$ cat src/grc_pkg.sv
// Shared types, constants and helpers of the grid raycast column renderer.
`timescale 1ns / 1ps
package grc_pkg;

  // Shared divider word width
  localparam int DivW = 32;
  // Signed walk coordinate width: covers the start cell plus up to 128 steps either way
  localparam int CoordW = 10;
  // Side distance width: 128 steps of at most 2^30 each
  localparam int SideW = 40;
  // Signed ray component width, Q2.14 plus two bits of growth
  localparam int RayW = 18;

  localparam logic [15:0] ColorRed    = 16'hF800;
  localparam logic [15:0] ColorGreen  = 16'h07E0;
  localparam logic [15:0] ColorBlue   = 16'h001F;
  localparam logic [15:0] ColorWhite  = 16'hFFFF;
  localparam logic [15:0] ColorYellow = 16'hFFE0;

  typedef enum logic [2:0] {
    REG_POS_X    = 3'd0,
    REG_POS_Y    = 3'd1,
    REG_DIR_X    = 3'd2,
    REG_DIR_Y    = 3'd3,
    REG_PLANE_X  = 3'd4,
    REG_PLANE_Y  = 3'd5,
    REG_STRIPE_W = 3'd6
  } reg_idx_e;

  typedef struct packed {
    logic        [20:0] pos_x;
    logic        [20:0] pos_y;
    logic signed [15:0] dir_x;
    logic signed [15:0] dir_y;
    logic signed [15:0] plane_x;
    logic signed [15:0] plane_y;
    logic        [3:0]  stripe_width;
  } cfg_t;

  // Request passed from the front to the back
  typedef struct packed {
    logic       is_cast;
    logic [8:0] column;
    logic [4:0] cell_x;
    logic [4:0] cell_y;
    logic [2:0] value;
  } cmd_t;

  typedef struct packed {
    logic [8:0]  x_start;
    logic [8:0]  x_end;
    logic [7:0]  y_start;
    logic [7:0]  y_end;
    logic [15:0] color;
    logic        last;
  } rect_t;

  typedef enum logic [3:0] {
    S_CLEAR,
    S_IDLE,
    S_CAST,
    S_RAY,
    S_DIV_GO,
    S_DIV_WAIT,
    S_SIDE_X,
    S_SIDE_Y,
    S_STEP,
    S_LOOK,
    S_NUM,
    S_ROWS,
    S_PLAN,
    S_OUT
  } bk_state_e;

  typedef enum logic [2:0] {
    DIV_DX,
    DIV_DY,
    DIV_LH
  } div_op_e;

  function automatic logic [15:0] wall_color(logic [2:0] wall, logic y_side);
    logic [15:0] c;
    case (wall)
      3'd1:    c = ColorRed;
      3'd2:    c = ColorGreen;
      3'd3:    c = ColorBlue;
      3'd4:    c = ColorWhite;
      default: c = ColorYellow;
    endcase
    return y_side ? (c >> 1) : c;
  endfunction

endpackage

$ cat src/grc_front.sv
// Front: configuration registers, request intake and classification.
`timescale 1ns / 1ps
module grc_front
  import grc_pkg::*;
#(
  parameter int MAP_SIZE     = 32,
  parameter int SCREEN_WIDTH = 320
) (
  input  logic        clk_i,
  input  logic        rst_ni,
  input  logic        cfg_valid_i,
  output logic        cfg_ready_o,
  input  logic [2:0]  cfg_index_i,
  input  logic [20:0] cfg_data_i,
  output cfg_t        cfg_o,
  input  logic        push,
  output logic        full,
  input  logic        action_i,
  input  logic [8:0]  column_i,
  input  logic [4:0]  cell_x_i,
  input  logic [4:0]  cell_y_i,
  input  logic [2:0]  cell_value_i,
  input  logic        clearing_i,
  input  logic        q_full_i,
  output logic        q_push_o,
  output cmd_t        q_data_o
);
  cfg_t cfg_q;
  logic keep;

  assign cfg_ready_o = 1'b1;
  assign cfg_o       = cfg_q;
  assign full        = q_full_i || clearing_i;

  // Drop off-screen casts and off-map writes here
  assign keep = action_i ? (int'(column_i) < SCREEN_WIDTH)
                         : (int'(cell_x_i) < MAP_SIZE) && (int'(cell_y_i) < MAP_SIZE);
  assign q_push_o = push && !full && keep;
  assign q_data_o = '{is_cast: action_i, column: column_i, cell_x: cell_x_i,
                      cell_y: cell_y_i, value: cell_value_i};

  always_ff @(posedge clk_i or negedge rst_ni) begin
    if (!rst_ni) begin
      cfg_q.pos_x        <= 21'd1441792;
      cfg_q.pos_y        <= 21'd786432;
      cfg_q.dir_x        <= -16'sd16384;
      cfg_q.dir_y        <= '0;
      cfg_q.plane_x      <= '0;
      cfg_q.plane_y      <= 16'sd10813;
      cfg_q.stripe_width <= 4'd2;
    end else if (cfg_valid_i) begin
      unique case (cfg_index_i)
        REG_POS_X:    cfg_q.pos_x        <= cfg_data_i;
        REG_POS_Y:    cfg_q.pos_y        <= cfg_data_i;
        REG_DIR_X:    cfg_q.dir_x        <= cfg_data_i[15:0];
        REG_DIR_Y:    cfg_q.dir_y        <= cfg_data_i[15:0];
        REG_PLANE_X:  cfg_q.plane_x      <= cfg_data_i[15:0];
        REG_PLANE_Y:  cfg_q.plane_y      <= cfg_data_i[15:0];
        REG_STRIPE_W: cfg_q.stripe_width <= cfg_data_i[3:0];
        default: ;
      endcase
    end
  end

endmodule

$ cat config.mk
export PLATFORM = sky130hd
export DESIGN_NAME = grc_front
export DESIGN_NICKNAME = d
export VERILOG_FILES = /design/src/grc_pkg.sv /design/src/grc_front.sv
export SDC_FILE = /design/constraint.sdc
export NUM_CORES = 1
export LEC_CHECK = 0
export ABC_AREA = 1
export BUFFER_PORTS_ARGS = -buffer_cell sky130_fd_sc_hd__buf_2
export CORE_ASPECT_RATIO = 1.5
export CORE_UTILIZATION = 40
export CTS_CLUSTER_DIAMETER = 100
export DETAILED_ROUTE_END_ITERATION = 10
export HOLD_SLACK_MARGIN = 0.12
export PLACE_DENSITY = 0.68
export SLEW_MARGIN = 20
export SYNTH_ARGS = -nofsm -noshare
export SYNTH_HDL_FRONTEND = slang
export SYNTH_SLANG_ARGS = --single-unit
$ cat constraint.sdc
create_clock -name clk_i -period 1 [get_ports clk_i]
set_clock_uncertainty 0.05 [all_clocks]
set_input_delay 0.1 -clock clk_i [delete_from_list [all_inputs] [get_ports clk_i]]
set_output_delay 0.1 -clock clk_i [all_outputs]
set_load 0.05 [all_outputs]
-- Yosys cells after proc, flatten, opt, wreduce, memory -nomap -nowiden
Index checks and enable logic that the tools add are counted.
- magnitude comparators: 1
- eq/ne operators: 6
- muxes and demuxes: 1
- reductions and logical operators: 12
- operators by type and width (cell ; number):
    AND reduction 2 bit ; 7
    == test 3 bit, second input constant ; 3
    < comparator 9 bit, second input constant ; 1
    == test 3 x 2 -> 1 bit, second input constant ; 2
    == test 3 x 1 -> 1 bit, second input constant ; 1
    zero test 3 bit ; 1
    logical AND 1 bit ; 2
    zero test 1 bit ; 1
    logical OR 1 bit ; 1
    2-to-1 mux 1 bit ; 1
- register bits after elaboration: 110
- input bits: 53

-- Longest topological paths before layout
- word-level depth: 4
- gate-level depth with buffers: 6

-- Worst setup path after synthesis
Ideal clock, no wire load.
- kind: input -> output
- start point: input port q_full_i
- end point: output port q_push_o
- arrival time: 880 ps
- data required time: 850 ps
- path slack: -30 ps
- stages: 3
- buffers on the path: 0
- cell sequence: inv_1 nand3_1 nor2_1
- word-level cells in the longest chain between the ends: 4
- RTL lines (item ; line ; RTL):
    from (decl) ; grc_front.sv:24 ; input logic q_full_i,
    logical OR 1 bit ; grc_front.sv:33 ; assign full = q_full_i || clearing_i;
    zero test 1 bit ; grc_front.sv:38 ; assign q_push_o = push && !full && keep;
    logical AND 1 bit (2 in a row) ; grc_front.sv:38 ;
    to (decl) ; grc_front.sv:25 ; output logic q_push_o,
Every way passes these cells.

-- Worst setup path after layout
- start point: register cfg_q, in the netlist cfg_o[106]
- end point: output port cfg_o[106] in the netlist's numbering
- RTL lines (item ; line ; RTL):
    from (decl) ; grc_front.sv:28 ; cfg_t cfg_q;
    to (decl) ; grc_front.sv:15 ; output cfg_t cfg_o,
No word-level cell between the ends.

==> metrics.yaml <==
insertion_delay_ns: 0.34
arrival_ns: 1.06
cts_buffers: 9
finalWorstPathRequiredPeriod_ns: 1.214
place_hpwl_mm: 9.663
finalWorstSetupSlack_ns: -0.2136
timing.rr.end: "cfg_o[12]$_DFFE_PN0P_"
drc: 0
fin_total_pwr_mw: 17.34
power.leakage_nw: 3.918
diodes: 0
cp-end-kind: "output pin"
grt_remaining_overflow: 0
wl_mm: 14.53
vias_per_cell: 4.876
coreArea_sq_mm: 0.01111
crit_slowest_cell: "dfstp_2"
firstDrtPassIters: 5
grt_setup_unrepaired: "true"
ff2ff_path_depth: 4
post-route-util_pct: 65.32
final_cell_area_sq_mm: 0.007259
fin_crit_sh_pct: 121.4
synthCells: 522
grt_pass1_wl_mm: 22.18
synth.top_cell.area_share_pct: 51.38
grt_max_degree: 40
gp_congestion: 0.7978
synth_nets: 575
setup_viol: 110
die_w_um: 89.35
io_buffers: 149
min_from: "cfg_valid_i"
antenna_found_initial: 0
syn_area_sq_mm: 0.004578
die_y_um: 133.0
yosysTopAreaCell: "dfrtp_1"
vdd_drop_max_mv: 1.160
multiInputGateArea_sq_mm: 0.001465
cts_buffer_depth: 2
cp-start-kind: "flop"
grt_pass1_vias: 4274
cts.sinks: 110
regArea_sq_mm: 0.002773
wl_per_cell_um: 16.33
outcome: "complete, but fails checks"
yosysWarnings: 0
hold_path_depth: 5
vias: 4340
placedInstanceArea_sq_mm: 0.005555
clk_root_buffer_cell: "clkbuf_16"
clkSlewWorstSetupHoldPaths_ns: 0.07
synth-seq-cells: 110
max_stage_delay_ns: 0.57
worstHoldEndpoint: "cfg_o[1]$_DFFE_PN1P_"
final-hold-violation-count: 0
tritoncts: "done"
synth_seq_area_share_pct: 60.56
num_rows: 47
drt_iter0_markers: 213
syn_area_per_cell_sq_um: 8.770
ys_top_cells_by_area: "dfrtp_1 (51%), nand2_1 (22%), dfstp_2 (9.2%)"
largest_reg_flops: 110
ios: 189
hold_class: "in2reg"
htreeDepth: 3
cp_top_family: "flip-flops"
cp_num_buf_inv: 1
slew_viol_final: 0
track_usage_pct: 25.07
fin_nets: 791
initial_core_util_pct: 41.19
reg2reg_slack_ns: 0.08
yosysUniqueCellTypes: 14
drive_gt1_share_pct: 37.01
fmax_mhz: 824.0
violations: "setup timing"
fin_hold_ws_ns: 0.1479
critPathMaxFanout: 2
critPathRequiredTime_ns: 0.85
postRouteAntennaNets: 0
drv_cap: 0
r2r_start: "cfg_o[12]$_DFFE_PN0P_"
dieArea_sq_mm: 0.01189
criticalPathCategory: "reg2out"
crit_chain: "buf_8"
area_delta_synth_final_pct: 58.57
fin_setup_tns_ns: -8.262
num-fill-cells: 862
powerDensity_mw_per_mm2: 2388
==> stage by stage <==
step                      cells  setup slack [ns]
after floorplan             522           0.08128
after global placement      799           -0.1110
after detailed placement    799           -0.1574
after CTS                   861           -0.2191
after global routing        890           -0.2306
final                       890           -0.2136
==> power breakdown <==
group / leakage, nW / internal [mW] / switching (mW)
Sequential: 1.35 / 5.38 / 0.711
Combinational: 2.40 / 2.72 / 4.45
Clock: 0.167 / 2.45 / 1.62
Total: 3.92 / 10.6 / 6.78
==> repair_timing <==
action,4_1_cts,5_1_grt
buffers inserted,24,29
setup endpoints to repair,110,110
hold buffers,22,0
hold endpoints to repair,216,0
gates resized for setup,236,0
==> cells in the final DEF (no fill, tap or decap) <==
cell / n
clkbuf_16: 9
dfstp_2: 16
clkinv_2: 2
nand3_1: 75
buf_12: 11
inv_1: 5
bufinv_16: 3
conb_1: 1
dfrtp_1: 94
nor2_1: 3
buf_6: 94
clkbuf_1: 1
inv_6: 1
buf_2: 38
buf_4: 72
nor2_2: 5
nand2_2: 3
buf_8: 16
nor2_4: 2
dlygate4sd3_1: 22
nand2_1: 267
inv_2: 3
==> per-layer routing <==
metal  share of wire [%]  up-vias  global-route usage, %
met2                  54      153                  43.51
met1                  38     2118                  29.48
met4                 3.5        0                  11.38
li1                    -     2027                      -
met3                 4.9       42                  4.429
met5                   0        -                      0
==> final cells by class <==
type                    count  share of cell area, %
well taps                 147                  2.534
clock buffers              10                  3.154
repair buffers            253                  34.02
multi-input cells         356                  20.18
inverters                   8                 0.4137
clock inverters             6                  1.499
flip-flops and latches    110                  38.19
==> synthesized netlist by cell type, drive strengths merged <==
master / count
buf: 46
nor2: 10
dfstp: 16
dfrtp: 94
clkbuf: 2
conb: 1
nand3: 75
nand2: 270
inv: 8
==> how the worst max path moves through the flow <==
| stage | start | end | slack, ns | cells past startpoint |
|---|---|---|---|---|
| floorplan | cfg_o[13]$_DFFE_PN1P_ | cfg_o[13]$_DFFE_PN1P_ | 0.08 | 2 |
| global placement | cfg_index_i[0] | cfg_o[31]$_DFFE_PN0P_ | -0.11 | 6 |
| detailed placement | cfg_index_i[0] | cfg_o[23]$_DFFE_PN0P_ | -0.16 | 6 |
| CTS | cfg_o[67]$_DFFE_PN1P_ | cfg_o[67] | -0.22 | 1 |
| global route | cfg_o[106]$_DFFE_PN1P_ | cfg_o[106] | -0.23 | 1 |
| finish | cfg_o[106]$_DFFE_PN1P_ | cfg_o[106] | -0.21 | 1 |
==> kinds of logic after synthesis <==
| logic type | synth area share (%) |
|---|---|
| buffers and inverters | 7.543 |
| DFF | 60.56 |
| other | 0.08191 |
| and+or+nand+nor | 31.81 |
(Power assumes the default switching activity.)
