### src/grc_fifo.sv
// Small register queue used between front and back and on the result side.
`timescale 1ns / 1ps
module grc_fifo #(
  parameter int Width = 8,
  parameter int Depth = 4
) (
  input  logic             clk_i,
  input  logic             rst_ni,
  input  logic             push_i,
  input  logic [Width-1:0] data_i,
  output logic             full_o,
  input  logic             pop_i,
  output logic [Width-1:0] data_o,
  output logic             empty_o
);
  localparam int PtrW = $clog2(Depth);

  logic [Width-1:0] mem_q [Depth];
  logic [PtrW-1:0]  wr_q, rd_q;
  logic [PtrW:0]    cnt_q;
  logic             do_push, do_pop;

  assign full_o  = (cnt_q == (PtrW + 1)'(Depth));
  assign empty_o = (cnt_q == '0);
  assign do_push = push_i && !full_o;
  assign do_pop  = pop_i && !empty_o;
  assign data_o  = mem_q[rd_q];

  always_ff @(posedge clk_i or negedge rst_ni) begin
    if (!rst_ni) begin
      wr_q  <= '0;
      rd_q  <= '0;
      cnt_q <= '0;
    end else begin
      if (do_push) wr_q <= wr_q + 1'b1;
      if (do_pop) rd_q <= rd_q + 1'b1;
      if (do_push && !do_pop) cnt_q <= cnt_q + 1'b1;
      else if (do_pop && !do_push) cnt_q <= cnt_q - 1'b1;
    end
  end

  always_ff @(posedge clk_i) begin
    if (do_push) mem_q[wr_q] <= data_i;
  end

endmodule

### config.mk
export PLATFORM = sky130hd
export DESIGN_NAME = grc_fifo
export DESIGN_NICKNAME = d
export VERILOG_FILES = /design/src/grc_fifo.sv
export SDC_FILE = /design/constraint.sdc
export NUM_CORES = 1
export LEC_CHECK = 0
export BUFFER_PORTS_ARGS = -buffer_cell sky130_fd_sc_hd__buf_2
export CAP_MARGIN = 25
export CORE_MARGIN = 5
export CORE_UTILIZATION = 58
export CTS_BUF_LIST = sky130_fd_sc_hd__clkbuf_2 sky130_fd_sc_hd__clkbuf_4 sky130_fd_sc_hd__clkbuf_8
export CTS_CLUSTER_SIZE = 24
export DETAILED_ROUTE_END_ITERATION = 8
export PLACE_DENSITY = 0.88
export SETUP_SLACK_MARGIN = 0.02
export SYNTH_ARGS = -nofsm -noshare
export SYNTH_HDL_FRONTEND = slang
export SYNTH_SLANG_ARGS = --single-unit
### constraint.sdc
create_clock -name clk_i -period 2.1 [get_ports clk_i]
set_input_delay 0.315 -clock clk_i [delete_from_list [all_inputs] [get_ports clk_i]]
set_output_delay 0.315 -clock clk_i [all_outputs]
set_load 0.01 [all_outputs]
# After elaboration in Yosys (flattened, before gate mapping)
# Memory sizes are Yosys's and may differ from the RTL's.
# Cells that the tools add are included.
[totals] register_bits=7 ram_bits=32 input_bits=12 out_inout_bits=10 word_cells=23 memories=1
[memory_table] name="mem_q" depth=4 width=8 rd=1 rd_ports_with_merged_regs=0 wr=1 line_no="18" source="logic [Width-1:0] mem_q [Depth];"
[classes] n_addsub=4 n_eq_ne=1 mux=4 reduce_logical=10
[ops] cell="3-bit 2-to-1 mux" count=2
[ops] cell="2-bit by 1-bit adder with 2-bit output, second input constant" count=2
[ops] cell="1-bit logical AND" count=4
[ops] cell="1-bit logical NOT" count=4
[ops] cell="3-bit by 1-bit adder with 3-bit output, second input constant" count=1
[ops] cell="3-bit == test, second input constant" count=1
[ops] cell="3-bit logical NOT" count=1
[ops] cell="3-bit by 1-bit subtractor with 3-bit output, second input constant" count=1
[ops] cell="1-bit 2-to-1 mux" count=2
[ops] cell="2-bit nonzero test" count=1

# Depth between registers and ports, before layout
[depth] ltp_word=7 depth_mapped=9 mapped_depth_nobuf=8

# Least setup slack after synthesis
# Ideal clock, no wire load.
[synth_path] path_kind="register to register" start="register cnt_q[0]" end="register cnt_q[2]" setup_ps=79 arrival_ps=1997 path_slack_ps=24 path_stages_with_launch=9 n_path_buf=0 synth_period_minus_slack_ps=2076 path_cell_list="dfrtp_1 -> nor3_1 -> nand2b_1 -> ha_1 -> inv_1 -> fa_1 -> xor2_1 -> nor2_1 -> xor2_1"
[synth_between] elab_chain_len=6 word_cells_on_any_way=15 classes_between="add/sub: 2; eq/ne: 1; mux: 2; reduce/logical: 10"
[synth_lines] item="start, declared" line_no="20" source="logic [PtrW:0] cnt_q;"
[synth_lines] item="start signal, assigned" line_no="37" source="if (do_push && !do_pop) cnt_q <= cnt_q + 1'b1;"
[synth_lines] item="start signal, assigned" line_no="38" source="else if (do_pop && !do_push) cnt_q <= cnt_q - 1'b1;"
[synth_lines] item="3-bit logical NOT *" line_no="24" source="assign empty_o = (cnt_q == '0);"
[synth_lines] item="named net empty_o" line_no="14" source="output logic empty_o"
[synth_lines] item="1-bit logical NOT *" line_no="26" source="assign do_pop = pop_i && !empty_o;"
[synth_lines] item="1-bit logical AND *" line_no="26"
[synth_lines] item="1-bit logical NOT" line_no="37"
[synth_lines] item="1-bit logical AND" line_no="37"
[synth_lines] item="3-bit 2-to-1 mux / 2-bit nonzero test (equally long branches)"
# Mark *: on every way through the listed nets, which the timed path passes. The rest lies on a longest branch. The select of a mux whose other input is x is not followed.
# A chain may end at the register's enable or synchronous reset.

# Final worst setup path
[layout_path] start="register cnt_q[0]" end="register cnt_q[1]"
[layout_between] elab_chain_len=6 word_cells_on_any_way=15 classes_between="add/sub: 2; eq/ne: 1; mux: 2; reduce/logical: 10"
[layout_lines] item="parallel branches: the longest is 6 deep, another holds 3-bit by 1-bit subtractor with 3-bit output"
# Parallel ways; which one is timed is not known. The select of a mux whose other input is x is not followed.

==> results.json <==
{
  "finalNetCount": 129,
  "boundaryPins": 22,
  "final.fill_count": 173,
  "drt_pass1_iterations": 4,
  "final_instance_area_sq_um": 1870,
  "route.detailed.vias_per_inst": 5.45,
  "synth_largest_type_area_fraction_pct": 60.5,
  "grt_max_degree": 12,
  "cts_inserted_buffers": 5,
  "maxClockFrequency_mhz": 504,
  "tritoncts_clock_tree": "yes",
  "clk_pin_slew_worst_paths_ns": 0.11,
  "worst-r2r-cell-count": 7,
  "finalClockSkew_ns": 0.00886,
  "grt_pass1_vias": 828,
  "synthesis.area_per_instance_sq_um": 20.6,
  "worst_skew_pair.late_latency_ns": 0.33,
  "hold_depth": 1,
  "rows": 19,
  "core_area_sq_um": 2690,
  "globalRouteTotalUtil_pct": 14.4,
  "final_min_period_over_clock_period_pct": 94.4,
  "clockBufferDepth": 2,
  "hold_violations": 0,
  "timing.final.setup_violations": 0,
  "hp-start": "data_i[4]",
  "placement.cell_area_sq_um": 1740,
  "period_minus_ws_final_ns": 1.98,
  "finalPower_uw": 2500,
  "totalWireLength_um": 2630,
  "global_route.overflow_total": 0,
  "total_leakage_power_uw": 0.000709,
  "fp.dieArea_sq_um": 3890,
  "rr_endpoint": "cnt_q[1]$_DFFE_PN0P_",
  "synth_area_sq_um": 1590,
  "total_vias_in_the_final_route": 779,
  "ant_nets": 0,
  "r2r_slack_ns": 0.12,
  "criticalPathCategory": "reg2reg",
  "grt_first_pass_wirelength_um": 4130,
  "synth.distinct_cells": 20,
  "effective_utilization_at_floorplan_pct": 59.2,
  "floorplan.die.width_um": 62.3,
  "die-height_um": 62.3,
  "netlist.top_cell.by_area": "sky130_fd_sc_hd__edfxtp_1",
  "synth-seq-area-share_pct": 71.5,
  "drtIter0Drc": 46,
  "worst-endpoint-required_ns": 2.31,
  "area_growth_syn_to_layout_pct": 17.7,
  "htreeDepth": 2,
  "crit_path_end_kind": "flip-flop",
  "post_syn_nets": 95,
  "clockRootBuffer": "sky130_fd_sc_hd__clkbuf_4",
  "whs_ns": 0.202,
  "path_max_fanout": 4,
  "power_density_nw_per_um2": 1340,
  "antenna_found_initial": 0,
  "finalNonFillerCells": 143,
  "ys_top_cells_by_area": "sky130_fd_sc_hd__edfxtp_1 (60%), sky130_fd_sc_hd__mux4_2 (11%), sky130_fd_sc_hd__dfrtp_1 (11%), sky130_fd_sc_hd__ha_1 (3.9%), sky130_fd_sc_hd__xnor2_1 (2.2%)",
  "post_route_cells_drive_above_1_share_pct": 50.9,
  "timing.max_slew.rel_slack_pct": 72.6,
  "max_cap_viol": 0,
  "syn_inst": 77,
  "worst_ep_arrival_time_ns": 2.19,
  "mean_routed_wirelength_per_cell_um": 18.4,
  "num_antenna_cells": 0,
  "cts_sinks": 39,
  "placedCellCount": 129,
  "outcome": "finished, final reports clean",
  "seq_cells_post_synth": 39,
  "vdd.ir_drop.worst_v": 0.000948,
  "final_core_util_pct": 69.6,
  "gp_congestion": 0.711,
  "setup.worst_path.start_class": "flip-flop",
  "port_buffers": 21,
  "holdPathEnd": "mem_q[3][4]$_DFFE_PP_",
  "synth-warning-count": 0,
  "worst_hold_path_type": "in2reg",
  "worst_slew_pin_slew_ns": 0.410,
  "launching_point_of_the_worst_reg2reg_path": "cnt_q[0]$_DFFE_PN0P_",
  "drv_slew": 0,
  "drcViolationCount": 0
}
==> power by group <==
part / internal [uW] / leakage (uW) / total, uW / switching, uW
clock network: 137 / 0.0000307 / 347 / 210
logic: 528 / 0.000307 / 959 / 431
registers: 1050 / 0.000372 / 1190 / 140
==> cell type report <==
class	instances	area [sq um]	share of cell area, %
flip-flops and latches	39	1140	60.9
multi-input cells	32	453	24.2
clock buffers	6	45.0	2.41
well taps	31	38.8	2.07
clock inverters	2	7.51	0.401
inverters	3	11.3	0.602
repair buffers	30	175	9.36
==> logic make-up after synthesis <==
family                     count (synthesis)  synth area share (%)
DFF                                       39                  71.5
muxes                                     10                  13.0
and+or+nand+nor                           10                  5.04
xor gates and xnor gates                   6                  3.31
buffers and inverters                      6                  1.97
adders and majority gates                  6                  5.20
==> registers in the layout (all words and copies together), names as in the netlist <==
signal  flops
rd_q        2
mem_q      32
cnt_q       3
wr_q        2
==> synth_stat cells <==
cell type	instances
sky130_fd_sc_hd__xnor2_1	4
sky130_fd_sc_hd__nor3_1	1
sky130_fd_sc_hd__nor2_1	1
sky130_fd_sc_hd__clkbuf_1	1
sky130_fd_sc_hd__mux4_2	8
sky130_fd_sc_hd__nand2b_1	1
sky130_fd_sc_hd__nor2b_2	1
sky130_fd_sc_hd__xor2_1	2
sky130_fd_sc_hd__dfrtp_1	7
sky130_fd_sc_hd__buf_2	1
sky130_fd_sc_hd__buf_6	1
sky130_fd_sc_hd__inv_1	3
sky130_fd_sc_hd__edfxtp_1	32
sky130_fd_sc_hd__nor3b_4	1
sky130_fd_sc_hd__fa_1	1
sky130_fd_sc_hd__mux2_4	1
sky130_fd_sc_hd__and2_2	4
sky130_fd_sc_hd__ha_1	5
sky130_fd_sc_hd__mux2_2	1
sky130_fd_sc_hd__nand3b_1	1
==> worst max-delay path by stage <==
| stage | depth (start not counted) | endpoint | start |
|---|---|---|---|
| floorplan | 8 | cnt_q[2]$_DFFE_PN0P_ | cnt_q[0]$_DFFE_PN0P_ |
| global placement | 8 | cnt_q[2]$_DFFE_PN0P_ | cnt_q[0]$_DFFE_PN0P_ |
| detailed placement | 8 | cnt_q[2]$_DFFE_PN0P_ | cnt_q[0]$_DFFE_PN0P_ |
| CTS | 8 | cnt_q[2]$_DFFE_PN0P_ | cnt_q[0]$_DFFE_PN0P_ |
| global route | 9 | cnt_q[2]$_DFFE_PN0P_ | cnt_q[0]$_DFFE_PN0P_ |
| finish | 7 | cnt_q[1]$_DFFE_PN0P_ | cnt_q[0]$_DFFE_PN0P_ |
==> repair_timing <==
| item | 4_1_cts | 5_1_grt |
|---|---|---|
| endpoints found under the setup margin | 1 | 2 |
| hold buffers | 1 | 0 |
| setup buffers | 0 | 5 |
| gates resized for setup | 1 | 7 |
| pin swaps | 0 | 3 |
| hold endpoints to repair | 7 | 0 |
==> cells in the final DEF (no fill, tap or decap) <==
cell / count
sky130_fd_sc_hd__buf_2: 21
sky130_fd_sc_hd__xnor2_1: 4
sky130_fd_sc_hd__clkinv_1: 2
sky130_fd_sc_hd__nand3b_1: 1
sky130_fd_sc_hd__dfrtp_2: 3
sky130_fd_sc_hd__inv_1: 3
sky130_fd_sc_hd__dfrtp_1: 4
sky130_fd_sc_hd__mux4_2: 8
sky130_fd_sc_hd__ha_4: 1
sky130_fd_sc_hd__nor3_4: 1
sky130_fd_sc_hd__mux2_2: 1
sky130_fd_sc_hd__nor2b_2: 1
sky130_fd_sc_hd__ha_1: 4
sky130_fd_sc_hd__and2_2: 4
sky130_fd_sc_hd__dlygate4sd3_1: 1
sky130_fd_sc_hd__buf_4: 8
sky130_fd_sc_hd__nor3b_4: 1
sky130_fd_sc_hd__edfxtp_1: 32
sky130_fd_sc_hd__nand2b_4: 1
sky130_fd_sc_hd__nor2_1: 1
sky130_fd_sc_hd__xor2_1: 2
sky130_fd_sc_hd__fa_1: 1
sky130_fd_sc_hd__mux2_4: 1
sky130_fd_sc_hd__clkbuf_4: 6
==> per-stage QoR <==
step / setup slack (ns) / setup TNS, ns
CTS: 0.0353 / 0
detailed placement: 0.00513 / 0
floorplan: 0.0240 / 0
finish: 0.118 / 0
global placement: 0.174 / 0
global route: -0.0112 / -0.0112
==> per-layer routing <==
layer | part of all wire [%] | vias to the layer above | GRT usage [%]
met5 | 0 | - | 0
met4 | 1.6 | 0 | 7.16
li1 | - | 362 | -
met2 | 52 | 20 | 22.8
met3 | 4.7 | 4 | 4.68
met1 | 41 | 393 | 17.6
==> worst max-delay path, stage by stage (launching register included) <==
cell and delay, ns:
sky130_fd_sc_hd__dfrtp_2 0.47, sky130_fd_sc_hd__buf_4 0.16, sky130_fd_sc_hd__nor3b_4 0.23, sky130_fd_sc_hd__nor2b_2 0.10
sky130_fd_sc_hd__ha_4 0.18, sky130_fd_sc_hd__inv_1 0.06, sky130_fd_sc_hd__fa_1 0.40, sky130_fd_sc_hd__mux2_2 0.27
Note: power is estimated with default switching activity, not from simulation.
